===== src/design/clpw_pkg.sv =====
`timescale 1ns / 1ps
package clpw_pkg;

  typedef enum logic [1:0] {
    CUR_NONE,
    CUR_LINE1,
    CUR_LINE2
  } cursor_e;

  typedef struct packed {
    logic       init;
    cursor_e    cursor;
    logic [7:0] ch;
  } desc_t;

  typedef struct packed {
    logic  empty;
    desc_t head;
  } q_stat_t;

  typedef logic [3:0] nib_idx_t;

  // Nibble slots of one character's run
  localparam nib_idx_t NIB_INIT_FIRST  = 4'd0;
  localparam nib_idx_t NIB_INIT_LAST   = 4'd2;
  localparam nib_idx_t NIB_SETUP_FIRST = 4'd3;
  localparam nib_idx_t NIB_SETUP_LAST  = 4'd10;
  localparam nib_idx_t NIB_CURSOR_HI   = 4'd11;
  localparam nib_idx_t NIB_CURSOR_LO   = 4'd12;
  localparam nib_idx_t NIB_DATA_HI     = 4'd13;
  localparam nib_idx_t NIB_DATA_LO     = 4'd14;

  localparam logic [7:0] SETUP_CMDS [4] = '{8'h28, 8'h0C, 8'h01, 8'h06};
  localparam logic [3:0] INIT_NIB_A = 4'h3;
  localparam logic [3:0] INIT_NIB_B = 4'h2;
  localparam logic [7:0] CMD_LINE1  = 8'h80;
  localparam logic [7:0] CMD_LINE2  = 8'hC0;
  localparam logic [7:0] CHAR_SPACE = 8'h20;

  function automatic logic [3:0] nib_value(nib_idx_t idx, cursor_e cur, logic [7:0] ch);
    nib_idx_t   sel;
    logic [7:0] cbyte;
    logic [7:0] sbyte;
    logic [3:0] res;
    sel   = idx - NIB_SETUP_FIRST;
    sbyte = SETUP_CMDS[sel[2:1]];
    cbyte = (cur == CUR_LINE2) ? CMD_LINE2 : CMD_LINE1;
    res   = 4'h0;
    case (idx)
      NIB_INIT_FIRST, 4'd1: res = INIT_NIB_A;
      NIB_INIT_LAST:        res = INIT_NIB_B;
      NIB_CURSOR_HI:        res = cbyte[7:4];
      NIB_CURSOR_LO:        res = cbyte[3:0];
      NIB_DATA_HI:          res = ch[7:4];
      NIB_DATA_LO:          res = ch[3:0];
      default: begin
        if (idx >= NIB_SETUP_FIRST && idx <= NIB_SETUP_LAST) begin
          res = sel[0] ? sbyte[3:0] : sbyte[7:4];
        end
      end
    endcase
    return res;
  endfunction

endpackage


===== src/design/clpw_char_if.sv =====
`timescale 1ns / 1ps
interface clpw_char_if;
  logic       valid;
  logic       ready;
  logic [7:0] char_code;

  modport source (output valid, output char_code, input ready);
  modport sink   (input valid, input char_code, output ready);
endinterface


===== src/design/clpw_exp_if.sv =====
`timescale 1ns / 1ps
interface clpw_exp_if;
  logic       valid;
  logic       ready;
  logic [7:0] expander_byte;
  logic       last_of_run;

  modport source (output valid, output expander_byte, output last_of_run, input ready);
  modport sink   (input valid, input expander_byte, input last_of_run, output ready);
endinterface


===== src/design/clpw_front.sv =====
`timescale 1ns / 1ps
module clpw_front #(
  parameter int CHARS_PER_LINE = 16
) (
  input  logic          clk_i,
  input  logic          rst_ni,
  input  logic          in_valid_i,
  input  logic [7:0]    in_char_i,
  input  logic          q_full_i,
  output logic          in_ready_o,
  output logic          push_o,
  output clpw_pkg::desc_t push_desc_o
);
  import clpw_pkg::*;

  localparam int PW = $clog2(2 * CHARS_PER_LINE);
  localparam logic [PW-1:0] POS_LINE2 = PW'(CHARS_PER_LINE);
  localparam logic [PW-1:0] POS_LAST  = PW'(2 * CHARS_PER_LINE - 1);

  logic          init_done_q, init_done_d;
  logic [PW-1:0] pos_q, pos_d;

  assign in_ready_o = !q_full_i;
  assign push_o     = in_valid_i && !q_full_i;

  always_comb begin
    push_desc_o.init   = !init_done_q;
    push_desc_o.cursor = CUR_NONE;
    if (pos_q == '0) begin
      push_desc_o.cursor = CUR_LINE1;
    end else if (pos_q == POS_LINE2) begin
      push_desc_o.cursor = CUR_LINE2;
    end
    push_desc_o.ch = (in_char_i == 8'h00) ? CHAR_SPACE : in_char_i;

    init_done_d = init_done_q;
    pos_d       = pos_q;
    if (push_o) begin
      init_done_d = 1'b1;
      pos_d       = (pos_q == POS_LAST) ? '0 : pos_q + PW'(1);
    end
  end

  always_ff @(posedge clk_i or negedge rst_ni) begin
    if (!rst_ni) begin
      init_done_q <= 1'b0;
      pos_q       <= '0;
    end else begin
      init_done_q <= init_done_d;
      pos_q       <= pos_d;
    end
  end
endmodule


===== src/design/clpw_queue.sv =====
`timescale 1ns / 1ps
module clpw_queue (
  input  logic             clk_i,
  input  logic             rst_ni,
  input  logic             push_i,
  input  clpw_pkg::desc_t  push_desc_i,
  input  logic             pop_i,
  output logic             full_o,
  output clpw_pkg::q_stat_t stat_o
);
  import clpw_pkg::*;

  desc_t      mem_q [2];
  logic       wptr_q, wptr_d;
  logic       rptr_q, rptr_d;
  logic [1:0] cnt_q, cnt_d;

  assign full_o       = (cnt_q == 2'd2);
  assign stat_o.empty = (cnt_q == 2'd0);
  assign stat_o.head  = mem_q[rptr_q];

  always_comb begin
    wptr_d = push_i ? !wptr_q : wptr_q;
    rptr_d = pop_i  ? !rptr_q : rptr_q;
    cnt_d  = cnt_q + {1'b0, push_i} - {1'b0, pop_i};
  end

  always_ff @(posedge clk_i) begin
    if (push_i) begin
      mem_q[wptr_q] <= push_desc_i;
    end
  end

  always_ff @(posedge clk_i or negedge rst_ni) begin
    if (!rst_ni) begin
      wptr_q <= 1'b0;
      rptr_q <= 1'b0;
      cnt_q  <= 2'd0;
    end else begin
      wptr_q <= wptr_d;
      rptr_q <= rptr_d;
      cnt_q  <= cnt_d;
    end
  end
endmodule


===== src/design/clpw_back.sv =====
`timescale 1ns / 1ps
module clpw_back (
  input  logic              clk_i,
  input  logic              rst_ni,
  input  logic              backlight_i,
  input  clpw_pkg::q_stat_t stat_i,
  output logic              pop_o,
  input  logic              out_ready_i,
  output logic              out_valid_o,
  output logic [7:0]        out_byte_o,
  output logic              out_last_o
);
  import clpw_pkg::*;

  logic     active_q, active_d;
  nib_idx_t idx_q, idx_d;
  logic     elow_q, elow_d;
  logic     out_valid_q, out_valid_d;
  logic [7:0] out_byte_q, out_byte_d;
  logic     out_last_q, out_last_d;

  nib_idx_t   cur_idx, start_idx, nxt_idx;
  logic       cur_elow, is_last, load;
  logic [3:0] nib;

  always_comb begin
    if (stat_i.head.init) begin
      start_idx = NIB_INIT_FIRST;
    end else if (stat_i.head.cursor != CUR_NONE) begin
      start_idx = NIB_CURSOR_HI;
    end else begin
      start_idx = NIB_DATA_HI;
    end
    cur_idx  = active_q ? idx_q : start_idx;
    cur_elow = active_q && elow_q;
    is_last  = (cur_idx == NIB_DATA_LO) && cur_elow;
    nib      = nib_value(cur_idx, stat_i.head.cursor, stat_i.head.ch);

    nxt_idx = cur_idx + 4'd1;
    if (nxt_idx == NIB_CURSOR_HI && stat_i.head.cursor == CUR_NONE) begin
      nxt_idx = NIB_DATA_HI;
    end

    load  = !out_valid_q || out_ready_i;
    pop_o = load && !stat_i.empty && is_last;

    active_d    = active_q;
    idx_d       = idx_q;
    elow_d      = elow_q;
    out_valid_d = out_valid_q;
    out_byte_d  = out_byte_q;
    out_last_d  = out_last_q;
    if (load) begin
      out_valid_d = !stat_i.empty;
      out_byte_d  = {nib, backlight_i, !cur_elow, 1'b0, (cur_idx >= NIB_DATA_HI)};
      out_last_d  = is_last;
      if (!stat_i.empty) begin
        if (is_last) begin
          active_d = 1'b0;
        end else begin
          active_d = 1'b1;
          elow_d   = !cur_elow;
          idx_d    = cur_elow ? nxt_idx : cur_idx;
        end
      end
    end
  end

  assign out_valid_o = out_valid_q;
  assign out_byte_o  = out_byte_q;
  assign out_last_o  = out_last_q;

  always_ff @(posedge clk_i or negedge rst_ni) begin
    if (!rst_ni) begin
      active_q    <= 1'b0;
      idx_q       <= NIB_INIT_FIRST;
      elow_q      <= 1'b0;
      out_valid_q <= 1'b0;
    end else begin
      active_q    <= active_d;
      idx_q       <= idx_d;
      elow_q      <= elow_d;
      out_valid_q <= out_valid_d;
    end
  end

  always_ff @(posedge clk_i) begin
    out_byte_q <= out_byte_d;
    out_last_q <= out_last_d;
  end
endmodule


===== src/design/char_lcd_i2c_expander_writer.sv =====
`timescale 1ns / 1ps
// Character LCD writer for an I2C port expander, LCD in 4-bit mode. Each message
// character taken on char_i produces a run of expander bytes on exp_o, one byte per
// cycle while exp_o is ready, last_of_run marking the final byte of the run: 4 bytes
// for an ordinary character, 8 at the start of each line (cursor command first), 30
// for the first character after reset (initialisation and set-up commands first). The
// output sequencer emitting one byte a cycle sets the rate; a two-entry queue lets
// char_i keep taking characters while exp_o is stalled, until the queue is full.
// cfg_we_i/cfg_data_i write the backlight enable (reset 1).
module char_lcd_i2c_expander_writer #(
  parameter int CHARS_PER_LINE = 16
) (
  input  logic       clk_i,
  input  logic       rst_ni,
  input  logic       cfg_we_i,
  input  logic       cfg_data_i,
  clpw_char_if.sink  char_i,
  clpw_exp_if.source exp_o
);
  import clpw_pkg::*;

  logic    backlight_q;
  logic    q_full, push, pop;
  desc_t   push_desc;
  q_stat_t q_stat;

  always_ff @(posedge clk_i or negedge rst_ni) begin
    if (!rst_ni) begin
      backlight_q <= 1'b1;
    end else if (cfg_we_i) begin
      backlight_q <= cfg_data_i;
    end
  end

  clpw_front #(
    .CHARS_PER_LINE(CHARS_PER_LINE)
  ) u_front (
    .clk_i      (clk_i),
    .rst_ni     (rst_ni),
    .in_valid_i (char_i.valid),
    .in_char_i  (char_i.char_code),
    .q_full_i   (q_full),
    .in_ready_o (char_i.ready),
    .push_o     (push),
    .push_desc_o(push_desc)
  );

  clpw_queue u_queue (
    .clk_i      (clk_i),
    .rst_ni     (rst_ni),
    .push_i     (push),
    .push_desc_i(push_desc),
    .pop_i      (pop),
    .full_o     (q_full),
    .stat_o     (q_stat)
  );

  clpw_back u_back (
    .clk_i      (clk_i),
    .rst_ni     (rst_ni),
    .backlight_i(backlight_q),
    .stat_i     (q_stat),
    .pop_o      (pop),
    .out_ready_i(exp_o.ready),
    .out_valid_o(exp_o.valid),
    .out_byte_o (exp_o.expander_byte),
    .out_last_o (exp_o.last_of_run)
  );
endmodule


===== src/flat_wrapper.sv =====
// flat-port wrapper written by rule: the top's interface ports become plain ports
module char_lcd_i2c_expander_writer_flat import clpw_pkg::*;
#(
  parameter int CHARS_PER_LINE = 16
)
  (clk_i, rst_ni, cfg_we_i, cfg_data_i, char_i_valid, char_i_char_code, char_i_ready, exp_o_valid, exp_o_expander_byte, exp_o_last_of_run, exp_o_ready);
  clpw_char_if char_i_i ();
  clpw_exp_if exp_o_i ();
  input  logic clk_i;
  input  logic rst_ni;
  input  logic cfg_we_i;
  input  logic cfg_data_i;
  input wire logic [$bits(char_i_i.valid)-1:0] char_i_valid;
  input wire logic [$bits(char_i_i.char_code)-1:0] char_i_char_code;
  output wire logic [$bits(char_i_i.ready)-1:0] char_i_ready;
  output wire logic [$bits(exp_o_i.valid)-1:0] exp_o_valid;
  output wire logic [$bits(exp_o_i.expander_byte)-1:0] exp_o_expander_byte;
  output wire logic [$bits(exp_o_i.last_of_run)-1:0] exp_o_last_of_run;
  input wire logic [$bits(exp_o_i.ready)-1:0] exp_o_ready;
  assign char_i_i.valid = char_i_valid;
  assign char_i_i.char_code = char_i_char_code;
  assign char_i_ready = char_i_i.ready;
  assign exp_o_valid = exp_o_i.valid;
  assign exp_o_expander_byte = exp_o_i.expander_byte;
  assign exp_o_last_of_run = exp_o_i.last_of_run;
  assign exp_o_i.ready = exp_o_ready;
  char_lcd_i2c_expander_writer #(.CHARS_PER_LINE(CHARS_PER_LINE)) u_core (.clk_i(clk_i), .rst_ni(rst_ni), .cfg_we_i(cfg_we_i), .cfg_data_i(cfg_data_i), .char_i(char_i_i), .exp_o(exp_o_i));
endmodule

===== config.mk =====
export PLATFORM = sky130hd
export DESIGN_NAME = char_lcd_i2c_expander_writer_flat
export DESIGN_NICKNAME = d
export VERILOG_FILES = /design/src/design/clpw_pkg.sv /design/src/design/clpw_char_if.sv /design/src/design/clpw_exp_if.sv /design/src/design/clpw_front.sv /design/src/design/clpw_queue.sv /design/src/design/clpw_back.sv /design/src/design/char_lcd_i2c_expander_writer.sv /design/src/flat_wrapper.sv
export SDC_FILE = /design/constraint.sdc
export NUM_CORES = 1
export LEC_CHECK = 0
export BUFFER_PORTS_ARGS = -buffer_cell sky130_fd_sc_hd__buf_2
export CORE_UTILIZATION = 62
export DETAILED_ROUTE_END_ITERATION = 7
export PLACE_DENSITY = 0.83
export SLEW_MARGIN = 20
export SYNTH_ARGS = -nofsm -noshare
export SYNTH_HDL_FRONTEND = slang
export SYNTH_SLANG_ARGS = --single-unit

===== constraint.sdc =====
create_clock -name clk_i -period 8.13 [get_ports clk_i]
set_input_delay 1.626 -clock clk_i [delete_from_list [all_inputs] [get_ports clk_i]]
set_output_delay 1.626 -clock clk_i [all_outputs]
set_load 0.02 [all_outputs]

==> results of run 1 <==
## worst min path at each step
| stage | from | end | slack, ns | cells after the start |
|---|---|---|---|---|
| 6_report | u_core.u_front.init_done_q | u_core.u_front.init_done_q | 0.47 | 2 |
| 3_3_place_gp | u_core.u_front.init_done_q | u_core.u_front.init_done_q | 0.44 | 2 |
| 4_1_cts | u_core.u_front.init_done_q | u_core.u_front.init_done_q | 0.47 | 2 |
| 5_1_grt | u_core.u_front.init_done_q | u_core.u_front.init_done_q | 0.49 | 2 |
| 3_5_place_dp | u_core.u_front.init_done_q | u_core.u_front.init_done_q | 0.45 | 2 |
| 2_1_floorplan | u_core.u_front.init_done_q | u_core.u_front.init_done_q | 0.42 | 2 |
## state kept, by name, summed over array words and instances (netlist names), 2 cells and up
| signal | flops |
|---|---|
| u_core.u_queue.mem_q | 22 |
| u_core.u_back.out_byte_o | 7 |
| u_core.u_front.pos_q | 5 |
| u_core.u_back.idx_q | 4 |
| u_core.u_queue.cnt_q | 2 |
## tightest hold or removal path: stages (launching register included)
cell and delay [ns]:
dfrtp_1 0.33, inv_1 0.06, nand2_1 0.06
## placed cells by master, fill, tap and decap left out, drive strengths merged, types with 4 or more instances in the layout
master / netlist / final
nor2: 19 / 19
inv: 11 / 11
ha: 10 / 10
xnor2: 5 / 5
mux2i: 5 / 5
edfxtp: 30 / 30
nand3: 4 / 4
mux2: 7 / 7
clkbuf: 10 / 5
nor3: 6 / 6
a21oi: 15 / 15
o21ai: 9 / 9
nand2b: 5 / 5
nand2: 14 / 14
buf: 5 / 23
dfrtp: 17 / 17
## stage by stage
stage	setup WS [ns]	hold slack [ns]	area, µm²
after floorplan	5.034	0.4206	2507
after global placement	4.769	0.4390	2604
after detailed placement	4.697	0.4537	2604
after CTS	4.771	0.4720	2763
after global routing	4.559	0.4892	2763
final	4.773	0.4695	2763
## layer usage
metal | GRT usage [%] | routed length (µm)
met4 | 8.696 | 75
met3 | 6.771 | 210
met1 | 28.11 | 1844
met5 | 0 | 0
met2 | 35.95 | 2152
## cell type report
cell class,instances,area (µm²)
well taps,48,60.06
clock inverters,3,90.09
multi-input cells,143,1035
clock buffers,5,68.82
fillers,262,1008
flip-flops and latches,48,1353
repair buffers,23,115.1
inverters,11,41.29
## power by group
group	leakage [nW]	switching (mW)	internal [mW]	total (mW)
clock network	0.0784	0.0765	0.154	0.230
logic	0.552	0.249	0.193	0.442
registers	0.493	0.0777	0.351	0.429
total	1.12	0.403	0.698	1.10
## kinds of logic after synthesis
kind of cell    count (synthesis)  synth area share (%)
simple gates                   60                 12.87
compound gates                 54                 15.87
flops                          48                 53.94
buf+inv                        26                 4.790
mux                            12                 5.289
fa+ha+maj                      10                 4.990
xor+xnor                        6                 2.096
other cells                     1                0.1496
==> impl_metrics.tcl, run 1 <==
set metrics [dict create \
    clkTransAtPathRegs_ns 0.08 \
    finalMaxSlewViolations 0 \
    yosys-top-cells-area "edfxtp_1, dfrtp_1, ha_1, a21oi_1, nor2_1" \
    r2r_cells 12 \
    cp-endpoint "u_core.u_back.out_byte_o[5]" \
    cts_sinks 48 \
    grt_first_pass_wirelength_um 6962 \
    yosysSeqAreaShare_pct 53.94 \
    skew_ns 0.005211 \
    status "complete, no violations" \
    grt_antenna_before_repair 0 \
    cts_hold_buf 0 \
    startpoint "u_core.u_queue.rptr_q" \
    h-tree-depth 2 \
    power_mw 1.102 \
    firstDrtPassIters 5 \
    crit_path_frequent_cell "inv_1" \
    vias 1666 \
    die-area_mm2 0.004303 \
    die_y_um 65.60 \
    critPathMaxStageDelay_ns 0.74 \
    grt_start_max_net_pins 25 \
    grt_usage_pct 22.31 \
    netlist_instances 217 \
    routabilityCongestion 0.8964 \
    synth.top_cell.area_share_pct 35.93 \
    synth-async-reset-ratio_pct 37.50 \
    ys_types 58 \
    cts_resized 0 \
    reg2reg_slack_ns 4.77 \
    wirelength_um 4283 \
    synth_seq_cells 48 \
    setup_tns_ns 0 \
    ant_nets 0 \
    reg2reg_from "u_core.u_queue.rptr_q" \
    synth_most_common_cell "edfxtp_1" \
    critPathKind "flip-flop to flip-flop" \
    cts_setup_buffers 0 \
    cts.path.max_buffers 2 \
    cp_num_buf_inv 2 \
    cts_tree "yes" \
    avgSynthCellArea_um2 11.55 \
    synth_area_mm2 0.002507 \
    yosysWarnings 0 \
    antenna_cells 0 \
    crit_required_ns 8.19 \
    root_buffer "clkbuf_8" \
    critPathTopFamily "compound AO/OA/AOI/OAI gates" \
    numCtsBuffers 5 \
    worstPathCellList "nand2b_1 > o32ai_2 > nor3_2 > a21oi_2 > inv_1 > ha_1 > inv_1 > o21ai_0 > a22o_1 > a222oi_1 > a211oi_1 > a31o_1" \
    max_freq_mhz 297.9 \
    grt_setup_unrepaired "false" \
    vdd_ir_drop_max_uv 223.7 \
    crit_arrival_ns 3.42 \
    layout.nets 256 \
    drive_above_1_share_pct 22.75 \
    dp_cells 273 \
    cap_violations 0 \
    drc 0 \
    critPathSlowestCell "dfrtp_1" \
    end_kind "flip-flop" \
    finalCritPeriodShare_pct 41.29 \
    hold_path.class "flip-flop to flip-flop" \
    reg2reg_to "u_core.u_back.out_byte_o[5]" \
    synth_commonest_cells "edfxtp_1, nor2_1, dfrtp_1" \
    maxSlewHeadroom_pct 39.70 \
    power.density_mw_per_mm2 398.7 \
    path_max_fanout 13 \
    core_area_mm2 0.003771 \
    p_leak_nw 1.123 \
    cp-start-kind "flip-flop" \
    initial_utilization_pct 66.49 \
    grt_pass1_vias 1561 \
    synth_top_area_cell "edfxtp_1" \
    overflow 0 \
    port_buffers 23 \
    final_util_pct 73.26 \
    fp.dieW_um 65.60 \
    first_iter_violations 182 \
    period_minus_slack_ns 3.357 \
    vias_per_cell 5.929 \
    syn_nets 241 \
    tightest_slew_ns 0.9011 \
    worstSetupPathDepth 12 \
    dp_hpwl_um 2966 \
    synth-edff-count 30 \
    stdcell_count 281 \
    finalHoldViolCount 0 \
    ys.flop_type "edfxtp_1" \
    wire_per_inst_um 15.24 \
    finalSetupViolCount 0 \
    io_pins 25 \
    placement_rows 22 \
    syn2layout_area_growth_pct 10.18 \
    clock_latency_ns 0.30 \
]
No activity file was read; power rests on OpenSTA's default activity.
==> run 2, diff against run 1 <==
--- a/config.mk
+++ b/config.mk
@@ -6,9 +6,9 @@
 export NUM_CORES = 1
 export LEC_CHECK = 0
 export BUFFER_PORTS_ARGS = -buffer_cell sky130_fd_sc_hd__buf_2
-export CORE_UTILIZATION = 62
+export CORE_UTILIZATION = 53
 export DETAILED_ROUTE_END_ITERATION = 7
-export PLACE_DENSITY = 0.83
+export PLACE_DENSITY = 0.76
 export SLEW_MARGIN = 20
 export SYNTH_ARGS = -nofsm -noshare
 export SYNTH_HDL_FRONTEND = slang
==> constraint.sdc (replaced) <==
create_clock -name clk_i -period 2.9 [get_ports clk_i]
set_input_delay 0.58 -clock clk_i [delete_from_list [all_inputs] [get_ports clk_i]]
set_output_delay 0.58 -clock clk_i [all_outputs]
set_load 0.02 [all_outputs]
==> impl_metrics.tcl, run 2 (same netlist as run 1, synthesis figures left out) <==
set metrics [dict create \
    critPathMaxStageDelay_ns 0.44 \
    finalMaxSlewViolations 0 \
    drc 0 \
    finalSetupViolCount 0 \
    h-tree-depth 2 \
    cts.path.max_buffers 2 \
    worstPathCellList "mux2_4 > nor3_4 > a21oi_2 > inv_1 > ha_2 > inv_2 > o21ai_0 > a22o_1 > a222oi_1 > a211oi_1 > a31o_1" \
    grt_setup_unrepaired "false" \
    wire_per_inst_um 15.15 \
    path_max_fanout 5 \
    cts_sinks 48 \
    max_freq_mhz 366.4 \
    grt_antenna_before_repair 0 \
    ant_nets 0 \
    placed_area_mm2 0.002684 \
    cts_tree "yes" \
    hold_slack_ns 0.1813 \
    dp_hpwl_um 3199 \
    skew_ns 0.01322 \
    finalCritPeriodShare_pct 94.11 \
    clkTransAtPathRegs_ns 0.09 \
    hold_path.class "primary input to async pin" \
    initial_utilization_pct 56.42 \
    cp-start-kind "flip-flop" \
    top_register "u_core.u_queue.mem_q" \
    fin_area_mm2 0.002810 \
    crit_required_ns 2.96 \
    wirelength_um 4483 \
    finalHoldViolCount 0 \
    layout.nets 267 \
    antenna_cells 0 \
    cts_hold_buf 0 \
    power_mw 3.005 \
    period_minus_slack_ns 2.729 \
    status "complete, no violations" \
    cap_violations 0 \
    overflow 0 \
    root_buffer "clkbuf_8" \
    layout_commonest_cell "edfxtp_1" \
    die_y_um 70.78 \
    stdcell_count 296 \
    drive_above_1_share_pct 27.46 \
    grt_first_pass_wirelength_um 7665 \
    grt_start_max_net_pins 19 \
    layout_common_cells "edfxtp_1, buf_2, nor2_1" \
    placement_rows 24 \
    p_leak_nw 1.151 \
    fp.dieW_um 70.78 \
    grt_pass1_vias 1603 \
    clock_latency_ns 0.31 \
    final_util_pct 63.23 \
    port_buffers 23 \
    die-area_mm2 0.005010 \
    end_kind "flip-flop" \
    syn2layout_area_growth_pct 12.08 \
    dp_slack_ns 0.09912 \
    crit_arrival_ns 2.79 \
    cp_num_buf_inv 2 \
    setup_tns_ns 0 \
    power.density_mw_per_mm2 1069 \
    critPathTopFamily "compound AO/OA/AOI/OAI gates" \
    vias 1687 \
    vdd_ir_drop_max_uv 485.5 \
    first_iter_violations 171 \
    core_area_mm2 0.004444 \
    routabilityCongestion 0.8880 \
    firstDrtPassIters 6 \
    vias_per_cell 5.699 \
    maxSlewHeadroom_pct 63.94 \
    finalWorstSetupSlack_ns 0.1708 \
    tightest_slew_ns 0.5409 \
    critPathSlowestCell "dfrtp_2" \
    largest_register_ffs 22 \
    io_pins 25 \
    dp_cells 287 \
    critPathKind "flip-flop to flip-flop" \
    numCtsBuffers 5 \
    grt_usage_pct 19.86 \
]
run 2: changes by cell type in the layout (fill, tap and decap cells not counted), moves of 2 or more:
| cell | change |
|---|---|
| bufinv_16 | -2 |
| buf_4 | +11 |
| dfrtp_1 | -2 |
| dfrtp_2 | +2 |
run 2: final cells by class:
| cell class | instances | area, µm² |
|---|---|---|
| Tap cell | 52 | 65.06 |
| Multi-Input combinational cell | 143 | 1044 |
| Timing Repair Buffer | 34 | 197.7 |
| Fill cell | 380 | 1634 |
| Clock inverter | 2 | 35.03 |
| Clock buffer | 6 | 72.57 |
| Inverter | 11 | 41.29 |
| Sequential cell | 48 | 1355 |
run 2: where the power goes:
group	switching (mW)	internal, mW
clock network	0.216	0.256
registers	0.187	0.986
logic	0.750	0.611
total	1.15	1.85
run 2: final timing paths:
check	cells after the start	to	start	slack, ns
max	11	u_core.u_back.out_byte_o[5]	u_core.u_queue.rptr_q	0.17
min	1	u_core.u_back.idx_q[2]	rst_ni	0.18
max reg2reg	11	u_core.u_back.out_byte_o[5]	u_core.u_queue.rptr_q	0.17
min reg2reg	2	u_core.u_front.init_done_q	u_core.u_front.init_done_q	0.47
max in group asynchronous	1	u_core.backlight_q	rst_ni	2.40
min in group clk_i	2	u_core.u_front.init_done_q	u_core.u_front.init_done_q	0.47
run 2: metal layers:
layer,track usage [%],share of wire [%]
met4,8.889,2.4
met5,0,0
met2,32.16,47
met1,26.07,47
met3,3.989,4.0
run 2: timing repair:
action | in CTS | in global routing
gates resized for setup | 0 | 5
endpoints found under the hold margin | 0 | 0
buffers inserted | 0 | 1
setup endpoints to repair | 0 | 2
